### config.mk
export PLATFORM = sky130hd
export DESIGN_NAME = graymap_stream_parser_top_flat
export DESIGN_NICKNAME = d
export VERILOG_FILES = /design/src/rtl/core/gsp_pkg.sv /design/src/rtl/core/gsp_in_if.sv /design/src/rtl/core/gsp_out_if.sv /design/src/rtl/core/gsp_num.sv /design/src/rtl/core/gsp_fsm.sv /design/src/rtl/core/graymap_stream_parser_top.sv /design/src/flat_wrapper.sv
export SDC_FILE = /design/constraint.sdc
export NUM_CORES = 1
export LEC_CHECK = 0
export ABC_CLOCK_PERIOD_IN_PS = 6790
export BUFFER_PORTS_ARGS = -buffer_cell sky130_fd_sc_hd__clkbuf_2
export CELL_PAD_IN_SITES_DETAIL_PLACEMENT = 1
export CELL_PAD_IN_SITES_GLOBAL_PLACEMENT = 1
export CORE_MARGIN = 1.5
export CORE_UTILIZATION = 29
export DETAILED_ROUTE_END_ITERATION = 12
export GPL_ROUTABILITY_DRIVEN = 0
export GPL_TIMING_DRIVEN = 0
export PLACE_DENSITY_LB_ADDON = 0.1
export SETUP_SLACK_MARGIN = 0.4
export SLEW_MARGIN = 30
export SYNTH_ARGS = -nofsm -noshare
export SYNTH_HDL_FRONTEND = slang
export SYNTH_SLANG_ARGS = --single-unit
export TNS_END_PERCENT = 100
### constraint.sdc
create_clock -name clk -period 6.79 [get_ports clk]
set_input_delay 1.0185 -clock clk [delete_from_list [all_inputs] [get_ports clk]]
set_output_delay 1.0185 -clock clk [all_outputs]
set_load 0.02 [all_outputs]
### src/rtl/core/gsp_pkg.sv
package gsp_pkg;

  // dimension range is 1 .. 2**DIM_BITS-1
  localparam int DIM_BITS   = 16;
  localparam int MAX_DIGITS = 254;
  localparam int CNT_W      = 8;

  // accumulator is wide enough for every legal value plus one saturation code
  localparam int ACC_W = (DIM_BITS + 1 > 17) ? DIM_BITS + 1 : 17;
  localparam logic [ACC_W-1:0] ACC_CAP =
    (DIM_BITS + 1 > 17) ? ACC_W'(64'd1 << DIM_BITS) : ACC_W'(131071);
  localparam logic [ACC_W-1:0] DIM_MAX = ACC_W'((64'd1 << DIM_BITS) - 64'd1);
  localparam logic [ACC_W-1:0] MAXVAL_LIMIT = ACC_W'(65536);
  localparam logic [ACC_W-1:0] ONE_BYTE_MAX = ACC_W'(255);

  localparam logic [7:0] CHAR_P    = 8'h50;
  localparam logic [7:0] CHAR_5    = 8'h35;
  localparam logic [7:0] CHAR_ZERO = 8'h30;
  localparam logic [7:0] CHAR_NINE = 8'h39;

  localparam logic [1:0] KIND_HEADER = 2'd0;
  localparam logic [1:0] KIND_PIXEL  = 2'd1;
  localparam logic [1:0] KIND_ERROR  = 2'd2;

  localparam logic [2:0] ERR_MAGIC     = 3'd0;
  localparam logic [2:0] ERR_NO_WS     = 3'd1;
  localparam logic [2:0] ERR_NO_DIGIT  = 3'd2;
  localparam logic [2:0] ERR_DIGITS    = 3'd3;
  localparam logic [2:0] ERR_MAXVAL    = 3'd4;
  localparam logic [2:0] ERR_DIMENSION = 3'd5;

  typedef struct packed {
    logic [1:0]  result_kind;
    logic [15:0] image_width;
    logic [15:0] image_height;
    logic [16:0] max_value;
    logic        two_byte_pixels;
    logic [15:0] pixel_value;
    logic        last_pixel;
    logic [2:0]  error_code;
  } out_item_t;

  // control from the parser to the number unit
  typedef struct packed {
    logic       load;
    logic       add;
    logic [3:0] digit;
  } num_ctrl_t;

  typedef struct packed {
    logic [ACC_W-1:0] acc;
    logic             full;
  } num_stat_t;

  function automatic logic is_ws(input logic [7:0] b);
    return (b == 8'd32) || ((b >= 8'd9) && (b <= 8'd13));
  endfunction

  function automatic logic is_digit(input logic [7:0] b);
    return (b >= CHAR_ZERO) && (b <= CHAR_NINE);
  endfunction

  function automatic logic dim_ok(input logic [ACC_W-1:0] v);
    return (v != '0) && (v <= DIM_MAX);
  endfunction

endpackage

### src/rtl/core/gsp_in_if.sv
interface gsp_in_if;
  logic       valid;
  logic       ready;
  logic [7:0] data_byte;
  logic       start_of_file;

  modport source (output valid, output data_byte, output start_of_file, input ready);
  modport sink (input valid, input data_byte, input start_of_file, output ready);
endinterface

### src/rtl/core/gsp_out_if.sv
interface gsp_out_if;
  logic        valid;
  logic        ready;
  logic [1:0]  result_kind;
  logic [15:0] image_width;
  logic [15:0] image_height;
  logic [16:0] max_value;
  logic        two_byte_pixels;
  logic [15:0] pixel_value;
  logic        last_pixel;
  logic [2:0]  error_code;

  modport source (
    output valid, output result_kind, output image_width, output image_height,
    output max_value, output two_byte_pixels, output pixel_value, output last_pixel,
    output error_code, input ready
  );
  modport sink (
    input valid, input result_kind, input image_width, input image_height,
    input max_value, input two_byte_pixels, input pixel_value, input last_pixel,
    input error_code, output ready
  );
endinterface

### src/rtl/core/gsp_num.sv
module gsp_num (
  input  logic                clk,
  input  logic                rst,
  input  gsp_pkg::num_ctrl_t  ctrl,
  output gsp_pkg::num_stat_t  stat
);

  logic [gsp_pkg::ACC_W-1:0]   acc;
  logic [gsp_pkg::CNT_W-1:0]   digit_count;
  logic [gsp_pkg::ACC_W+3:0]   prod;
  logic [gsp_pkg::ACC_W-1:0]   acc_sat;

  // acc * 10 + digit as two shifts and adds
  always_comb begin
    prod = ({4'b0, acc} << 3) + ({4'b0, acc} << 1) + {(gsp_pkg::ACC_W)'(0), ctrl.digit};
    if (prod > {4'b0, gsp_pkg::ACC_CAP}) begin
      acc_sat = gsp_pkg::ACC_CAP;
    end else begin
      acc_sat = prod[gsp_pkg::ACC_W-1:0];
    end
  end

  always_ff @(posedge clk) begin
    if (rst) begin
      acc         <= '0;
      digit_count <= '0;
    end else if (ctrl.load) begin
      acc         <= {(gsp_pkg::ACC_W-4)'(0), ctrl.digit};
      digit_count <= gsp_pkg::CNT_W'(1);
    end else if (ctrl.add) begin
      acc         <= acc_sat;
      digit_count <= digit_count + gsp_pkg::CNT_W'(1);
    end
  end

  assign stat.acc  = acc;
  assign stat.full = (digit_count >= gsp_pkg::CNT_W'(gsp_pkg::MAX_DIGITS));

endmodule

### src/rtl/core/gsp_fsm.sv
module gsp_fsm (
  input  logic                clk,
  input  logic                rst,
  input  logic                step,
  input  logic [7:0]          data_byte,
  input  logic                start_of_file,
  input  gsp_pkg::num_stat_t  num_stat,
  output gsp_pkg::num_ctrl_t  num_ctrl,
  output logic                res_valid,
  output gsp_pkg::out_item_t  res
);

  localparam logic [3:0] PH_P      = 4'd0;
  localparam logic [3:0] PH_5      = 4'd1;
  localparam logic [3:0] PH_WS     = 4'd2;
  localparam logic [3:0] PH_SKIP_W = 4'd3;
  localparam logic [3:0] PH_DIG_W  = 4'd4;
  localparam logic [3:0] PH_SKIP_H = 4'd5;
  localparam logic [3:0] PH_DIG_H  = 4'd6;
  localparam logic [3:0] PH_SKIP_M = 4'd7;
  localparam logic [3:0] PH_DIG_M  = 4'd8;
  localparam logic [3:0] PH_PIX    = 4'd9;
  localparam logic [3:0] PH_HALT   = 4'd10;

  localparam int AW = gsp_pkg::ACC_W;
  localparam int DW = gsp_pkg::DIM_BITS;

  logic [3:0]    phase, phase_next, cur_phase;
  logic [AW-1:0] held_width, held_width_next;
  logic [AW-1:0] held_height, held_height_next;
  logic          wide, wide_next;
  logic [DW-1:0] column_counter, column_counter_next;
  logic [DW-1:0] row_counter, row_counter_next;
  logic [7:0]    high_byte_hold, high_byte_hold_next;
  logic          byte_phase, byte_phase_next;
  logic          col_last, row_last, is_last;
  logic          err;
  logic [2:0]    err_code;

  assign col_last = ({(AW-DW)'(0), column_counter} + AW'(1)) >= held_width;
  assign row_last = ({(AW-DW)'(0), row_counter} + AW'(1)) >= held_height;
  assign is_last  = col_last && row_last;

  always_comb begin
    // a start marker restarts the parser on this very byte
    cur_phase           = start_of_file ? PH_P : phase;
    phase_next          = cur_phase;
    held_width_next     = held_width;
    held_height_next    = held_height;
    wide_next           = wide;
    column_counter_next = column_counter;
    row_counter_next    = row_counter;
    high_byte_hold_next = high_byte_hold;
    byte_phase_next     = byte_phase;
    num_ctrl.load       = 1'b0;
    num_ctrl.add        = 1'b0;
    num_ctrl.digit      = data_byte[3:0] - gsp_pkg::CHAR_ZERO[3:0];
    res_valid           = 1'b0;
    res                 = '0;
    err                 = 1'b0;
    err_code            = gsp_pkg::ERR_MAGIC;

    case (cur_phase)
      PH_P: begin
        if (data_byte != gsp_pkg::CHAR_P) begin
          err = 1'b1;
        end else begin
          phase_next = PH_5;
        end
      end
      PH_5: begin
        if (data_byte != gsp_pkg::CHAR_5) begin
          err = 1'b1;
        end else begin
          phase_next = PH_WS;
        end
      end
      PH_WS: begin
        if (!gsp_pkg::is_ws(data_byte)) begin
          err      = 1'b1;
          err_code = gsp_pkg::ERR_NO_WS;
        end else begin
          phase_next = PH_SKIP_W;
        end
      end
      PH_SKIP_W, PH_SKIP_H, PH_SKIP_M: begin
        if (!gsp_pkg::is_ws(data_byte)) begin
          if (!gsp_pkg::is_digit(data_byte)) begin
            err      = 1'b1;
            err_code = gsp_pkg::ERR_NO_DIGIT;
          end else begin
            num_ctrl.load = 1'b1;
            phase_next    = cur_phase + 4'd1;
          end
        end
      end
      PH_DIG_W, PH_DIG_H, PH_DIG_M: begin
        if (gsp_pkg::is_digit(data_byte)) begin
          if (num_stat.full) begin
            err      = 1'b1;
            err_code = gsp_pkg::ERR_DIGITS;
          end else begin
            num_ctrl.add = 1'b1;
          end
        end else if (!gsp_pkg::is_ws(data_byte)) begin
          err      = 1'b1;
          err_code = gsp_pkg::ERR_NO_WS;
        end else if (cur_phase == PH_DIG_W) begin
          held_width_next = num_stat.acc;
          phase_next      = PH_SKIP_H;
        end else if (cur_phase == PH_DIG_H) begin
          held_height_next = num_stat.acc;
          phase_next       = PH_SKIP_M;
        end else if ((num_stat.acc == '0) || (num_stat.acc > gsp_pkg::MAXVAL_LIMIT)) begin
          err      = 1'b1;
          err_code = gsp_pkg::ERR_MAXVAL;
        end else if (!gsp_pkg::dim_ok(held_width) || !gsp_pkg::dim_ok(held_height)) begin
          err      = 1'b1;
          err_code = gsp_pkg::ERR_DIMENSION;
        end else begin
          res_valid           = 1'b1;
          res.result_kind     = gsp_pkg::KIND_HEADER;
          res.image_width     = held_width[15:0];
          res.image_height    = held_height[15:0];
          res.max_value       = num_stat.acc[16:0];
          res.two_byte_pixels = num_stat.acc > gsp_pkg::ONE_BYTE_MAX;
          wide_next           = num_stat.acc > gsp_pkg::ONE_BYTE_MAX;
          column_counter_next = '0;
          row_counter_next    = '0;
          byte_phase_next     = 1'b0;
          high_byte_hold_next = '0;
          phase_next          = PH_PIX;
        end
      end
      PH_PIX: begin
        if (wide && !byte_phase) begin
          high_byte_hold_next = data_byte;
          byte_phase_next     = 1'b1;
        end else begin
          byte_phase_next  = 1'b0;
          res_valid        = 1'b1;
          res.result_kind  = gsp_pkg::KIND_PIXEL;
          res.pixel_value  = wide ? {high_byte_hold, data_byte} : {8'd0, data_byte};
          res.last_pixel   = is_last;
          if (is_last) begin
            phase_next = PH_HALT;
          end else if (col_last) begin
            column_counter_next = '0;
            row_counter_next    = row_counter + DW'(1);
          end else begin
            column_counter_next = column_counter + DW'(1);
          end
        end
      end
      default: begin
        phase_next = PH_HALT;
      end
    endcase

    if (err) begin
      res_valid      = 1'b1;
      res            = '0;
      res.result_kind = gsp_pkg::KIND_ERROR;
      res.error_code = err_code;
      phase_next     = PH_HALT;
    end

    // the number unit only moves on a byte that is consumed
    if (!step) begin
      num_ctrl.load = 1'b0;
      num_ctrl.add  = 1'b0;
    end
  end

  always_ff @(posedge clk) begin
    if (rst) begin
      phase      <= PH_P;
      byte_phase <= 1'b0;
    end else if (step) begin
      phase      <= phase_next;
      byte_phase <= byte_phase_next;
    end
  end

  always_ff @(posedge clk) begin
    if (step) begin
      held_width     <= held_width_next;
      held_height    <= held_height_next;
      wide           <= wide_next;
      column_counter <= column_counter_next;
      row_counter    <= row_counter_next;
      high_byte_hold <= high_byte_hold_next;
    end
  end

endmodule

### src/rtl/core/graymap_stream_parser_top.sv
// Byte-serial parser for binary graymap (P5) files. Each request on in_ch is one file
// byte; start_of_file restarts the parser on that byte. The block checks the magic and
// the header numbers (width, height, maxval), then returns one header result, one pixel
// result per pixel (the final one flagged by last_pixel) and, on any violation, a single
// error result after which bytes are dropped until the next start_of_file. It takes one
// byte per clock while out_ch.ready does not stall it: a byte goes through an input
// register, the combinational parse logic and a result register before its result is
// presented on out_ch. The only stall comes from out_ch.ready; bytes that produce
// no result (magic, digits, whitespace, the high byte of a 16-bit pixel) never wait for
// it once they reach the parse stage with the result register free.
module graymap_stream_parser_top (
  input  logic             clk,
  input  logic             rst,
  gsp_in_if.sink           in_ch,
  gsp_out_if.source        out_ch
);

  logic                s1_valid;
  logic [7:0]          s1_byte;
  logic                s1_sof;
  logic                step;
  logic                out_valid;
  gsp_pkg::out_item_t  out_item;
  gsp_pkg::out_item_t  res;
  logic                res_valid;
  gsp_pkg::num_ctrl_t  num_ctrl;
  gsp_pkg::num_stat_t  num_stat;

  assign step        = s1_valid && (!out_valid || out_ch.ready);
  assign in_ch.ready = !s1_valid || step;

  always_ff @(posedge clk) begin
    if (rst) begin
      s1_valid <= 1'b0;
    end else if (in_ch.ready) begin
      s1_valid <= in_ch.valid;
    end
  end

  always_ff @(posedge clk) begin
    if (in_ch.ready && in_ch.valid) begin
      s1_byte <= in_ch.data_byte;
      s1_sof  <= in_ch.start_of_file;
    end
  end

  gsp_num u_num (
    .clk  (clk),
    .rst  (rst),
    .ctrl (num_ctrl),
    .stat (num_stat)
  );

  gsp_fsm u_fsm (
    .clk           (clk),
    .rst           (rst),
    .step          (step),
    .data_byte     (s1_byte),
    .start_of_file (s1_sof),
    .num_stat      (num_stat),
    .num_ctrl      (num_ctrl),
    .res_valid     (res_valid),
    .res           (res)
  );

  // result register
  always_ff @(posedge clk) begin
    if (rst) begin
      out_valid <= 1'b0;
    end else if (!out_valid || out_ch.ready) begin
      out_valid <= step && res_valid;
    end
  end

  always_ff @(posedge clk) begin
    if (step && res_valid) begin
      out_item <= res;
    end
  end

  assign out_ch.valid           = out_valid;
  assign out_ch.result_kind     = out_item.result_kind;
  assign out_ch.image_width     = out_item.image_width;
  assign out_ch.image_height    = out_item.image_height;
  assign out_ch.max_value       = out_item.max_value;
  assign out_ch.two_byte_pixels = out_item.two_byte_pixels;
  assign out_ch.pixel_value     = out_item.pixel_value;
  assign out_ch.last_pixel      = out_item.last_pixel;
  assign out_ch.error_code      = out_item.error_code;

endmodule

### src/flat_wrapper.sv
// flat-port wrapper written by rule: the top's interface ports become plain ports
module graymap_stream_parser_top_flat 
  (clk, rst, in_ch_valid, in_ch_data_byte, in_ch_start_of_file, in_ch_ready, out_ch_valid, out_ch_result_kind, out_ch_image_width, out_ch_image_height, out_ch_max_value, out_ch_two_byte_pixels, out_ch_pixel_value, out_ch_last_pixel, out_ch_error_code, out_ch_ready);
  gsp_in_if in_ch_i ();
  gsp_out_if out_ch_i ();
  input  logic clk;
  input  logic rst;
  input wire logic [$bits(in_ch_i.valid)-1:0] in_ch_valid;
  input wire logic [$bits(in_ch_i.data_byte)-1:0] in_ch_data_byte;
  input wire logic [$bits(in_ch_i.start_of_file)-1:0] in_ch_start_of_file;
  output wire logic [$bits(in_ch_i.ready)-1:0] in_ch_ready;
  output wire logic [$bits(out_ch_i.valid)-1:0] out_ch_valid;
  output wire logic [$bits(out_ch_i.result_kind)-1:0] out_ch_result_kind;
  output wire logic [$bits(out_ch_i.image_width)-1:0] out_ch_image_width;
  output wire logic [$bits(out_ch_i.image_height)-1:0] out_ch_image_height;
  output wire logic [$bits(out_ch_i.max_value)-1:0] out_ch_max_value;
  output wire logic [$bits(out_ch_i.two_byte_pixels)-1:0] out_ch_two_byte_pixels;
  output wire logic [$bits(out_ch_i.pixel_value)-1:0] out_ch_pixel_value;
  output wire logic [$bits(out_ch_i.last_pixel)-1:0] out_ch_last_pixel;
  output wire logic [$bits(out_ch_i.error_code)-1:0] out_ch_error_code;
  input wire logic [$bits(out_ch_i.ready)-1:0] out_ch_ready;
  assign in_ch_i.valid = in_ch_valid;
  assign in_ch_i.data_byte = in_ch_data_byte;
  assign in_ch_i.start_of_file = in_ch_start_of_file;
  assign in_ch_ready = in_ch_i.ready;
  assign out_ch_valid = out_ch_i.valid;
  assign out_ch_result_kind = out_ch_i.result_kind;
  assign out_ch_image_width = out_ch_i.image_width;
  assign out_ch_image_height = out_ch_i.image_height;
  assign out_ch_max_value = out_ch_i.max_value;
  assign out_ch_two_byte_pixels = out_ch_i.two_byte_pixels;
  assign out_ch_pixel_value = out_ch_i.pixel_value;
  assign out_ch_last_pixel = out_ch_i.last_pixel;
  assign out_ch_error_code = out_ch_i.error_code;
  assign out_ch_i.ready = out_ch_ready;
  graymap_stream_parser_top u_core (.clk(clk), .rst(rst), .in_ch(in_ch_i), .out_ch(out_ch_i));
endmodule
# Word level (Yosys, flattened, before mapping)
# Cells that the tools add are included.
# op_classes
add_sub_neg,8
multipliers,0
div_mod_pow,0
magnitude_cmp,12
n_eq_ne,22
n_shift,0
muxes,93
bitwise,9
n_reduce_logical,38
# ops
operator,n
$mux 16,12
$mux 4,17
$pmux 16 s2,2
$mux 8,7
$mux 1,37
$add 16x1->17 const B,2
$ge 17x17->1,2
$le 17x16->1 const B,2
$reduce_bool 17->1,2
$add 16x1->16 const B,2
$pmux 4 s6,1
$add 20x18->21,1
$add 21x4->21,1
$gt 21x17->1 const B,1
$mux 3,7
$ne 2x2->1 const B,10
$gt 17x17->1 const B,1
$gt 17x8->1 const B,1
$logic_not 17->1,1
$mux 17,1
$eq 4x3->1 const B,4
$pmux 8 s2,1
$reduce_and 8->1,2
$reduce_and 11->1,1
32 further kinds,64
# word_totals
regBits,188
latch_bits,0
ramBits,0
romBits,0
in_bits,13
out_inout_bits,74
wordCells,207
mem_count,0

# Depth between registers and ports, before layout
# Gate-level depths: netlist of run 1.
# depth
word_depth,13
depth_mapped,16
ltp_nobuf,16

# Cells and area by module
# From an unflattened synthesis of run 1, not the netlist that was laid out.
# hier_totals
hier_cells,894
area_unflattened_um2,10142.2
# modules_own_cells
module,instances,cells_per_inst,area_each_um2,seq_area_each_um2
gsp_fsm,1,564,5452.7,2352.3
graymap_stream_parser_top,1,92,2534.9,2472.4
gsp_num,1,238,2154.6,500.5

# Worst setup path before layout of run 1
# OpenSTA, ideal clock, no wires.
# synth_timing
path_kind,register -> register
start,register u_core.s1_sof
end,"register u_core.out_item, in the netlist u_core.out_ch.error_code[0] (enable)"
setup_ns,0.526
arrival_time_ns,5.426
required_time_ns,6.264
path_slack_ns,0.839
stages_incl_launch_ff,11
path_buffers,1
period_less_slack_ns,5.951
path_cell_list,edfxtp_1 nand2b_1 inv_1 ha_1 clkbuf_1 and3b_1 o21ai_1 nor2_1 o21ai_0 o211a_1 a21oi_1
# synth_between
elab_chain_cells,9
# synth_lines
element,line_no,source
"start, declared",graymap_stream_parser_top.sv:20,logic s1_sof;
"start signal, assigned",graymap_stream_parser_top.sv:43,s1_sof <= in_ch.start_of_file;
$mux 4 (*),gsp_fsm.sv:46,cur_phase = start_of_file ? PH_P : phase;
$eq 4x3->1,"gsp_fsm.sv:63, gsp_fsm.sv:111",
$mux 1,gsp_fsm.sv:111,end else if (cur_phase == PH_DIG_H) begin
$mux 1,gsp_fsm.sv:108,end else if (cur_phase == PH_DIG_W) begin
$mux 1,gsp_fsm.sv:105,end else if (!gsp_pkg::is_ws(data_byte)) begin
$mux 1,gsp_fsm.sv:98,if (gsp_pkg::is_digit(data_byte)) begin
$pmux 1 s5 / $pmux 1 s2 (equally long branches),gsp_fsm.sv:63,case (cur_phase)
$mux 1 (*),gsp_fsm.sv:160,if (err) begin
$logic_and 1x1->1 (*),graymap_stream_parser_top.sv:76,if (step && res_valid) begin
"end signal, assigned",graymap_stream_parser_top.sv:77,out_item <= res;
"end, declared",graymap_stream_parser_top.sv:23,gsp_pkg::out_item_t out_item;
# Mark *: on every way between the ends. The rest lies on a longest branch, timed or not.
# A chain may end at the register's enable or synchronous reset.

# Worst setup path after layout of run 1
# layout_timing
start,register u_core.u_fsm.column_counter[0]
end,register u_core.u_fsm.row_counter[6] (enable)
# layout_between
elab_chain_cells,5
# layout_lines
element,line_no,source
"start, declared",gsp_fsm.sv:32,"logic [DW-1:0] column_counter, column_counter_next;"
"start signal, assigned",gsp_fsm.sv:190,column_counter <= column_counter_next;
$add 16x1->17 (*),gsp_fsm.sv:40,"assign col_last = ({(AW-DW)'(0), column_counter} + AW'(1)) >= held_width;"
$ge 17x17->1 (*),gsp_fsm.sv:40,
$logic_and 1x1->1,gsp_fsm.sv:42,assign is_last = col_last && row_last;
$ne 2x2->1 (no line),n/a,
$reduce_and 11->1 (no line) (*),n/a,
"end signal, assigned",gsp_fsm.sv:191,row_counter <= row_counter_next;
"end, declared",gsp_fsm.sv:33,"logic [DW-1:0] row_counter, row_counter_next;"
# Marked as above.

==> run summary, run 1 <==
area occupied by multi-input gates - 4258 um2
clk_lat worst skew - 0.45 ns
max-slew violations - 0
RSZ-0062 raised after global routing - no
initial DRC count - 404
antenna violations before repair - 0
largest family of logic cells by synthesized area - simple AND/OR/NAND/NOR gates
WP data required - 6.95 ns
Fmax achieved - 0.2241 GHz
routed vias/inst - 4.816
Final #Nets - 1073
Port-buffer cells - 86
Antenna Nets Post-Route - 0
HPWL Detailed - 20530 um
Synth Flop Type - edfxtp_1
dpl cells - 1412
clk sink count - 188
FP Rows - 67
fill count - 3711
dpl ws - 2.303 ns
Routed WL per cell - 18.66 um
Max VDD drop - 0.1787 mV
Post-Syn Area - 9847 um2
DR vias - 6955
CTS Root Cell - clkbuf_16
CP Capture Type - flop
status - finished, final reports clean
end of the worst register-to-register path - u_core.u_fsm.row_counter[6]
H-Tree Depth - 4
Post-Synth Adder-Cell Area - 9.936%
Compound-Gate Fraction of Synth Area - 9.301%
post-synthesis net count - 957
Clock transition at path regs - 0.08 ns
core area - 33450 um2
clock tree buffer depth - 2
P_leak - 4.778 nW
clk_skew - 0.01323 ns
Worst-Margin Slew - 0.8392 ns
Die Area - 35070 um2
min-delay src - u_core.u_fsm.byte_phase
Ys Warns - 0
Worst R2R Setup Slack - 2.33 ns
Final period util - 65.72%
Seq/Total Area, Yosys - 54.08%
post-CTS setup-driven buffer insertion count - 0
grt total ovfl - 0
worst hold path depth - 2
first-pass GRT wire length - 42260 um
Cell Area, Placed - 11000 um2
startpoint types - flop
Residual DRC - 0
commonest non-fill, non-tap cell in the layout - edfxtp_1
XOR/XNOR share of the synthesized area - 4.447%
Finish-stage setup viols - 0
mux cell area share after synthesis - 0%
# IOs - 87
synthesized flop and latch total - 188
max cap viols - 0
die width - 187.3 um
post-synth cell types - 72
PD cells - 207.2 nW/um2
post-route core utilization - 34.60%
Antenna Cells - 0
hold_buf cts - 0
crit path kind - reg -> reg
share of layout cells above drive strength 1 - 15.46%
Post-synth EDFFs - 156
initial core utilization - 29.44%
synthesized area per cell - 11.36 um2
area delta synth->final - 17.52%
ys async rst share - 0%
Final Cell Area - 11570 um2
RR Startpoint - u_core.u_fsm.column_counter[0]
Total GRT Usage - 15.82%
CTS tree - yes
setup_tns - 0 ns
Min-Delay Endpoint - u_core.u_fsm.byte_phase
Worst Reg2Reg Path Length in Cells - 18
WL final - 26950 um
vias in the first global route - 7196
largest net degree at the start of global routing - 20
Die Ht - 187.3 um
setup ws final - 2.328 ns
CP max FO - 8
Detailed Routing Iterations Pass 1 - 4
Synth Instances - 867
Final Hold Fails - 0
crit path time final - 4.462 ns
area share of and/or/nand/nor cells after synthesis - 19.26%
crit path DAT - 4.62 ns
post-route insts no fill - 1444
most frequent cells in the layout - edfxtp_1, clkbuf_2, ha_1
post-cts resize count - 0
Hold Path Class - reg -> reg
normalized max-slew margin - 43.63%
TritonCTS Buffers - 17
register area - 5325 um2
[state kept, by name (all words and copies together), names as in the netlist]
register	cells
u_core.u_fsm.wide	1
u_core.out_ch.max_value	17
u_core.u_fsm.held_width	17
u_core.u_fsm.row_counter	16
u_core.out_ch.valid	1
u_core.u_fsm.held_height	17
u_core.out_ch.pixel_value	16
u_core.s1_sof	1
u_core.u_fsm.byte_phase	1
u_core.s1_byte	8
u_core.u_fsm.phase	4
u_core.out_ch.error_code	3
u_core.u_fsm.high_byte_hold	8
u_core.s1_valid	1
u_core.u_fsm.column_counter	16
u_core.out_ch.image_height	16
u_core.out_ch.last_pixel	1
u_core.u_num.digit_count	8
u_core.out_ch.image_width	16
u_core.out_ch.two_byte_pixels	1
u_core.u_num.acc	17
u_core.out_ch.result_kind	2
[where the power goes]
part | internal, W | leakage, nW | total, W | switching (W)
clock network | 0.000492 | 0.284 | 0.00100 | 0.000511
logic | 0.0000350 | 2.61 | 0.000113 | 0.0000781
registers | 0.00127 | 1.88 | 0.00128 | 0.0000158
[layout make-up]
class	instances	share of cell area, %
flip-flops and latches	188	46.02
multi-input cells	603	36.79
repair buffers	97	4.865
well taps	448	4.844
clock buffers	18	3.709
inverters	50	1.622
clock inverters	14	1.243
plain buffers	26	0.9082
[per-layer routing]
metal  vias up  track usage [%]  wire length, um  share of wire [%]
li1       3431                -                -                  -
met1      3441            21.65            13250                 49
met2        65            25.94            12840                 48
met3        18            2.270              548                2.0
met4         0            4.591              313                1.2
met5         -                0                0                  0
[critical path: stages (launching register included)]
cell and delay, ns:
edfxtp_1 0.47, ha_1 0.23, nand3_1 0.13, inv_1 0.09
nand3_1 0.15, nor2_1 0.23, nand3_1 0.13, xnor2_1 0.20
ha_1 0.28, a21oi_1 0.14, nor2b_1 0.06, o21ai_0 0.14
o21ai_0 0.10, a211oi_1 0.69, a21o_1 0.29, a21oi_1 0.16
nor3b_2 0.28, buf_4 0.24, buf_6 0.16
[synth_stat cells (3+ instances only)]
cell / instances / area, um2
xnor2_1: 29 / 254.0
clkbuf_1: 22 / 82.58
or3_1: 3 / 18.77
nor2b_1: 7 / 43.79
nor4b_1: 3 / 26.28
and3_1: 50 / 312.8
nor2_1: 44 / 165.2
nand2_1: 43 / 161.4
nor3_1: 18 / 90.09
xor2_1: 21 / 183.9
a211oi_1: 10 / 75.07
buf_2: 3 / 15.01
a21o_1: 7 / 52.55
nor4_1: 15 / 93.84
edfxtp_1: 156 / 4684
o21ai_0: 36 / 180.2
a21oi_1: 46 / 230.2
and2_1: 66 / 412.9
inv_1: 50 / 187.7
nand3b_1: 5 / 37.54
dfxtp_1: 32 / 640.6
o31ai_1: 5 / 37.54
nand4_1: 19 / 118.9
ha_1: 75 / 938.4
nand2b_1: 9 / 56.30
a31oi_1: 5 / 31.28
o21bai_1: 3 / 22.52
nand3_1: 27 / 135.1
[metrics by stage]
stage / hold WS [ns] / power, W
2_1_floorplan: 0.4312 / 0.001372
3_3_place_gp: 0.4383 / 0.001422
3_5_place_dp: 0.4439 / 0.001424
4_1_cts: 0.4551 / 0.002433
5_1_grt: 0.4640 / 0.002476
6_report: 0.4532 / 0.002398
[worst max-delay path by stage]
| stage | startpoint | end |
|---|---|---|
| 2_1_floorplan | u_core.s1_sof | u_core.out_ch.error_code[0] |
| 3_3_place_gp | u_core.s1_sof | u_core.out_ch.image_width[9] |
| 3_5_place_dp | u_core.u_fsm.column_counter[0] | u_core.u_fsm.row_counter[12] |
| 4_1_cts | u_core.u_fsm.column_counter[0] | u_core.u_fsm.row_counter[6] |
| 5_1_grt | u_core.u_fsm.column_counter[0] | u_core.u_fsm.row_counter[6] |
| 6_report | u_core.u_fsm.column_counter[0] | u_core.u_fsm.row_counter[6] |
[kinds of logic after synthesis]
family / Yosys count
DFF: 188
xor gates and xnor gates: 50
and+or+nand+nor: 332
adders and majority gates: 77
buffers and inverters: 76
AOI/OAI and AO/OA: 144
Note: power is estimated with default switching activity, not from simulation.
==> run 2: changes to the inputs <==
ABC_AREA = 1   (was not set)
ABC_CLOCK_PERIOD_IN_PS = 4430   (was 6790)
clock period = 4.43 ns   (was 6.79 ns; I/O delays follow)
==> run 2 against run 1 <==
Against the previous run:
- combinational power is 46% higher
- via count rose by 14%
- power up 53%
- worst setup slack worse by 1.5 ns
- clock-buffer cell count down 1
- global-route usage grew 0.69 points
- design area up 5.3%
- critical path depth increased by 5
- die area grew 5.5%
- sequential power increased by 52%
- first-iteration DRC count increased by 0.50%
==> run summary, run 2 <==
status - finished, final reports clean
count leader, synth - nand2_1
Area contributors post-synth - edfxtp_1, ha_1, nand2_1, nor2_1, inv_1
HPWL Detailed - 22830 um (+11%)
met3 WL - 575 um (+4.9%)
crit path time final - 3.620 ns (-0.8425 ns)
fill count - 4232 (+14%)
Seq/Total Area, Yosys - 51.23% (-2.9 points)
core area - 35400 um2 (+5.8%)
Antenna Nets Post-Route - 0 (unchanged)
max layer used - met4
RR Startpoint - u_core.u_fsm.column_counter[0]
Pint - 0.002779 W (+55%)
Clock transition at path regs - 0.08 ns (about the same)
Final #Nets - 1388 (+29%)
combinational power share - 4.5% (-0.2 points)
area leader, netlist - edfxtp_1
grt total ovfl - 0 (unchanged)
ys async rst share - 0% (unchanged)
clk_lat worst skew - 0.44 ns (about the same)
crit path kind - reg -> reg
XOR/XNOR share of the synthesized area - 2.528% (-1.9 points)
post-synth cell types - 48 (-33%)
Routed WL per cell - 16.48 um (-12%)
hold_buf cts - 0 (unchanged)
hold_ws - 0.3988 ns (-0.05442 ns)
WP data required - 4.63 ns (-2.32 ns)
normalized max-slew margin - 53.59% (+10 points)
Setup crit end - u_core.u_fsm.column_counter[11]
Worst setup startpoint - u_core.u_fsm.column_counter[0]
crit path DAT - 3.82 ns (-0.80 ns)
largest net degree at the start of global routing - 38 (+90%)
startpoint types - flop
post-route insts no fill - 1771 (+23%)
routed vias/inst - 4.474 (-7.1%)
sequential power share - 53.1% (-0.3 points)
synthesized area per cell - 8.824 um2 (-22%)
Worst R2R Setup Slack - 0.81 ns (-1.52 ns)
Antenna Cells - 0 (unchanged)
end of the worst register-to-register path - u_core.u_fsm.column_counter[11]
RSZ-0062 raised after global routing - no
max cap viols - 0 (unchanged)
die width - 192.3 um (+2.7%)
CP Capture Type - flop
clk sink count - 188 (unchanged)
Finish-stage setup viols - 0 (unchanged)
clk_skew - 0.01275 ns (-0.0004839 ns)
Worst-Margin Slew - 0.6937 ns (-0.1456 ns)
first-pass GRT wire length - 45960 um (+8.8%)
most frequent cells in the layout - nand2_1, nor2_1, inv_1
Post-Syn Area - 10390 um2 (+5.6%)
CP max FO - 16 (+8)
Residual DRC - 0 (unchanged)
largest family of logic cells by synthesized area - simple AND/OR/NAND/NOR gates
Hold Path Class - in -> reg
Compound-Gate Fraction of Synth Area - 5.753% (-3.5 points)
commonest cells in the netlist - nand2_1, nor2_1, inv_1, edfxtp_1, ha_1
Synth Flop Type - edfxtp_1
post-route core utilization - 34.43% (-0.17 points)
met1 wire length - 14440 um (+9.0%)
P_leak - 5.495 nW (+15%)
vias in the first global route - 8154 (+13%)
Port-buffer cells - 86 (unchanged)
share of layout cells above drive strength 1 - 14.81% (-0.65 points)
mux cell area share after synthesis - 0.2889% (+0.29 points)
Post-synth EDFFs - 156 (unchanged)
Fmax achieved - 0.2763 GHz (+23%)
Final period util - 81.71% (+16 points)
# IOs - 87 (unchanged)
dpl cells - 1732 (+23%)
initial core utilization - 29.37% (-0.072 points)
CTS tree - yes
FP Rows - 69 (+3.0%)
setup ws final - 0.8104 ns (-1.517 ns)
dpl ws - 0.1015 ns (-2.202 ns)
post-synthesis net count - 1268 (+32%)
H-Tree Depth - 4 (unchanged)
setup_tns - 0 ns (unchanged)
routed wl met2 - 13730 um (+6.9%)
CTS Root Cell - clkbuf_16
Ys Warns - 0 (unchanged)
Die Ht - 192.3 um (+2.7%)
max-slew violations - 0 (unchanged)
synthesized flop and latch total - 188 (unchanged)
commonest non-fill, non-tap cell in the layout - nand2_1
Post-Synth Adder-Cell Area - 9.413% (-0.52 points)
area share of and/or/nand/nor cells after synthesis - 23.06% (+3.8 points)
sw power - 0.0009007 W (+49%)
Switching Share - 24.48% (-0.75 points)
Synth top area share - 45.06% (-2.5 points)
WL final - 29180 um (+8.3%)
PD cells - 302.0 nW/um2 (+46%)
DR vias - 7923 (+14%)
Final Hold Fails - 0 (unchanged)
antenna violations before repair - 0 (unchanged)
Max VDD drop - 0.2713 mV (+52%)
Detailed Routing Iterations Pass 1 - 4 (unchanged)
TritonCTS Buffers - 17 (unchanged)
Synth Instances - 1178 (+36%)
clock share of power - 42.4% (+0.6 points)
Total GRT Usage - 16.50% (+0.69 points)
Worst Reg2Reg Path Length in Cells - 23 (+5)
Die Area - 36990 um2 (+5.5%)
area delta synth->final - 17.24%
clock tree buffer depth - 2 (unchanged)
initial DRC count - 406 (+0.50%)
run 2: changes by cell type after synthesis, moves of 11 or more:
cell and change:
a21oi_1 +13, inv_2 +11, nand2_1 +192, clkbuf_1 -17
xnor2_1 -21, nor2_1 +160, nand3_1 +25, inv_1 +141
nor4_1 -11, and3_1 -45, and2_1 -66
run 2: worst min path at each step:
stage / cells past startpoint / end / slack (ns) / from
after global routing: 1 / u_core.s1_byte[6] / 0.37 / in_ch_data_byte[6]
after global placement: 2 / u_core.u_num.digit_count[6] / 0.45 / u_core.u_num.digit_count[6]
after detailed placement: 2 / u_core.u_num.digit_count[7] / 0.46 / u_core.u_num.digit_count[7]
after CTS: 1 / u_core.s1_byte[6] / 0.37 / in_ch_data_byte[6]
final: 1 / u_core.s1_byte[5] / 0.40 / in_ch_data_byte[5]
after floorplan: 2 / u_core.u_num.digit_count[7] / 0.44 / u_core.u_num.digit_count[7]
run 2: final cells by class:
class | count | area, um2 | area share, %
sequential | 188 | 5325 | 43.70
timing repair buffer | 101 | 564.3 | 4.630
inverter | 203 | 770.7 | 6.324
buffer | 10 | 43.79 | 0.3593
tap | 461 | 576.8 | 4.733
clock buffer | 17 | 425.4 | 3.491
multi-input combinational | 777 | 4328 | 35.51
clock inverter | 14 | 152.6 | 1.253
run 2: worst max-delay path, cell delays in order (launching register included):
cell and delay, ns:
edfxtp_1 0.39, ha_1 0.19, nand2_1 0.09, nor2_2 0.13, nand3_1 0.13, nor2_2 0.14
inv_1 0.07, nor3_2 0.11, inv_1 0.09, nor4_2 0.17, xor2_1 0.25, inv_1 0.09
ha_1 0.32, nand2_1 0.06, nor2_1 0.12, nand2_1 0.10, nor2_1 0.10, nand2_1 0.06
nand4_1 0.09, buf_4 0.15, nand3_1 0.11, nand2_4 0.15, clkinvlp_4 0.11, buf_12 0.16
run 2: power groups by stage:
stage / clock [W] / combinational, W / sequential (W)
2_1_floorplan: 0 / 0.0000667 / 0.00203
3_3_place_gp: 0 / 0.000162 / 0.00200
3_5_place_dp: 0 / 0.000167 / 0.00200
4_1_cts: 0.00161 / 0.000169 / 0.00195
5_1_grt: 0.00166 / 0.000183 / 0.00196
6_report: 0.00156 / 0.000165 / 0.00195
run 2: cells by family (layout without fill, tap and decap cells):
group / Yosys count / in the layout
AO/OA/AOI/OAI: 108 / 108
AND/OR/NAND/NOR: 559 / 559
flip-flops: 188 / 188
multiplexers: 3 / 3
XOR/XNOR: 30 / 30
adder cells (fa/ha/maj): 77 / 77
buffers and inverters: 213 / 345
run 2: metrics by stage:
stage / total power [W] / instance area, um2
6_report: 0.003680 / 12190
5_1_grt: 0.003801 / 12190
4_1_cts: 0.003733 / 12110
3_5_place_dp: 0.002162 / 11480
3_3_place_gp: 0.002161 / 11400
2_1_floorplan: 0.002094 / 10400
run 2: routing by layer:
| layer | vias to the layer above | track usage [%] |
|---|---|---|
| met4 | 0 | 4.592 |
| met1 | 3763 | 22.83 |
| met5 | - | 0 |
| met2 | 76 | 26.91 |
| met3 | 17 | 2.255 |
| li1 | 4067 | - |
run 2: repair_timing:
item                                   in CTS  in global routing
setup endpoints to repair                  45                 50
endpoints found under the hold margin       0                  0
gates resized for setup                     5                 13
buffers inserted                            4                  4
pin swaps                                   2                  4
==> run 3: changes to the inputs <==
ABC_CLOCK_PERIOD_IN_PS = 3500   (was 4430)
clock period = 3.5 ns   (was 4.43 ns; I/O delays follow)
==> run 3 against run 2 <==
Against the previous run:
- clock power rose by 26%
- flip-flop and latch count unchanged
- clock-buffer cell count is the same
- core utilization grew 2.7 points
- critical endpoint is now u_core.u_fsm.row_counter[13]
- first-iteration DRC count rose by 8.4%
==> run summary, run 3 (same netlist as run 2, synthesis figures left out) <==
WL final - 30250 um (+3.6%)
Hold Path Class - in -> reg
post-route insts no fill - 1817 (+2.6%)
status - finished, final reports clean
Die Area - 36990 um2 (unchanged)
CP Capture Type - flop
Routed WL per cell - 16.65 um (+1.0%)
CTS Root Cell - clkbuf_16
Worst-Margin Slew - 0.6763 ns (-0.01731 ns)
Antenna Cells - 0 (unchanged)
Clock transition at path regs - 0.08 ns (about the same)
P_leak - 5.833 nW (+6.2%)
largest net degree at the start of global routing - 29 (-24%)
Largest delay share family, worst path - simple AND/OR/NAND/NOR gates
Fmax achieved - 0.2906 GHz (+5.2%)
most frequent cells in the layout - nand2_1, inv_1, nor2_1
max cap viols - 0 (unchanged)
die width - 192.3 um (unchanged)
PD cells - 355.5 nW/um2 (+18%)
Finish-stage setup viols - 0 (unchanged)
Cell Area, Placed - 11570 um2 (+0.83%)
routed vias/inst - 4.501 (+0.62%)
Detailed Routing Iterations Pass 1 - 4 (unchanged)
vias in the first global route - 8179 (+0.31%)
core area - 35400 um2 (unchanged)
FP Rows - 69 (unchanged)
Residual DRC - 0 (unchanged)
antenna violations before repair - 0 (unchanged)
crit path time final - 3.441 ns (-0.1788 ns)
CP bufs+invs - 10 (+4)
hold_ws - 0.2418 ns (-0.1570 ns)
H-Tree Depth - 4 (unchanged)
TritonCTS Buffers - 17 (unchanged)
Final period util - 98.31% (+17 points)
clock tree buffer depth - 2 (unchanged)
Antenna Nets Post-Route - 0 (unchanged)
# IOs - 87 (unchanged)
slowest stage delay, CP - 0.38 ns (about the same)
CP max FO - 5 (-11)
startpoint types - flop
initial DRC count - 440 (+8.4%)
CP max-delay cell - edfxtp_1
first-pass GRT wire length - 46590 um (+1.4%)
Max VDD drop - 0.3525 mV (+30%)
Port-buffer cells - 86 (unchanged)
initial core utilization - 29.37% (unchanged)
Final Hold Fails - 0 (unchanged)
Final Cell Area - 13160 um2 (+7.9%)
DR vias - 8179 (+3.2%)
CTS tree - yes
CP dominant cell by count - buf_6
Total GRT Usage - 16.83% (+0.33 points)
max-slew violations - 0 (unchanged)
share of layout cells above drive strength 1 - 24.04% (+9.2 points)
clk_skew - 0.01342 ns (+0.0006683 ns)
hold_buf cts - 0 (unchanged)
clk sink count - 188 (unchanged)
crit path kind - reg -> reg
Die Ht - 192.3 um (unchanged)
clk_lat worst skew - 0.46 ns (+0.02 ns)
crit path DAT - 3.62 ns (-0.20 ns)
area delta synth->final - 26.55%
WP data required - 3.68 ns (-0.95 ns)
RSZ-0062 raised after global routing - yes
dpl cells - 1730 (-0.12%)
commonest non-fill, non-tap cell in the layout - nand2_1
normalized max-slew margin - 54.57% (+0.99 points)
fill count - 4161 (-1.7%)
grt total ovfl - 0 (unchanged)
Final #Nets - 1433 (+3.2%)
HPWL Detailed - 22670 um (-0.70%)
post-route core utilization - 37.17% (+2.7 points)
## run 3: cell types whose count changed in the layout (fill, tap and decap cells not counted), sizes merged
cell | previous run | this run
buf | 19 | 61
clkinv | 6 | 10
inv | 208 | 206
clkbuf | 109 | 110
clkinvlp | 2 | 3
## run 3: through the flow
stage | TNS [ns] | power, W | setup WS [ns]
after CTS | -1.417 | 0.004737 | -0.05714
after global placement | -92.00 | 0.002738 | -0.9549
final | 0 | 0.004677 | 0.05928
after global routing | -5.119 | 0.004828 | -0.1523
after detailed placement | -24.61 | 0.002743 | -0.5631
after floorplan | 0 | 0.002653 | 0.3414
## run 3: report_power, final
part           leakage, nW  internal (W)  total (W)  switching [W]
Clock                0.285       0.00101    0.00197       0.000964
Combinational         3.70     0.0000705   0.000235       0.000165
Sequential            1.85       0.00245    0.00247      0.0000218
Total                 5.83       0.00353    0.00468        0.00115
## run 3: layer usage
metal	vias up	wire [um]	GRT usage, %
met2	67	14330	27.17
met1	3934	14960	23.56
li1	4162	-	-
met5	-	0	0
met3	16	661	2.273
met4	0	296	4.562
## run 3: worst paths after layout
path	from	endpoint	slack, ns	cells past startpoint
worst min register to register	u_core.u_num.digit_count[7]	u_core.u_num.digit_count[7]	0.46	2
worst max-delay path	u_core.u_fsm.column_counter[0]	u_core.u_fsm.row_counter[13]	0.06	26
worst max register to register	u_core.u_fsm.column_counter[0]	u_core.u_fsm.row_counter[13]	0.06	26
worst min-delay path	in_ch_data_byte[7]	u_core.s1_byte[7]	0.24	1
## run 3: layout make-up
cell class / instances / area, um2 / area share [%]
sequential: 188 / 5333 / 40.54
multi-input combinational: 777 / 4840 / 36.79
timing repair buffer: 144 / 982.2 / 7.466
inverter: 203 / 779.5 / 5.925
tap: 461 / 576.8 / 4.385
clock buffer: 17 / 425.4 / 3.234
clock inverter: 15 / 155.1 / 1.179
buffer: 10 / 51.30 / 0.3900
timing repair inverter: 2 / 12.51 / 0.09511
## run 3: timing repair
item / in CTS / in global routing
pin swaps: 22 / 35
endpoints found under the setup margin: 140 / 76
setup buffers: 37 / 14
gates cloned: 3 / 1
gates resized for setup: 55 / 80
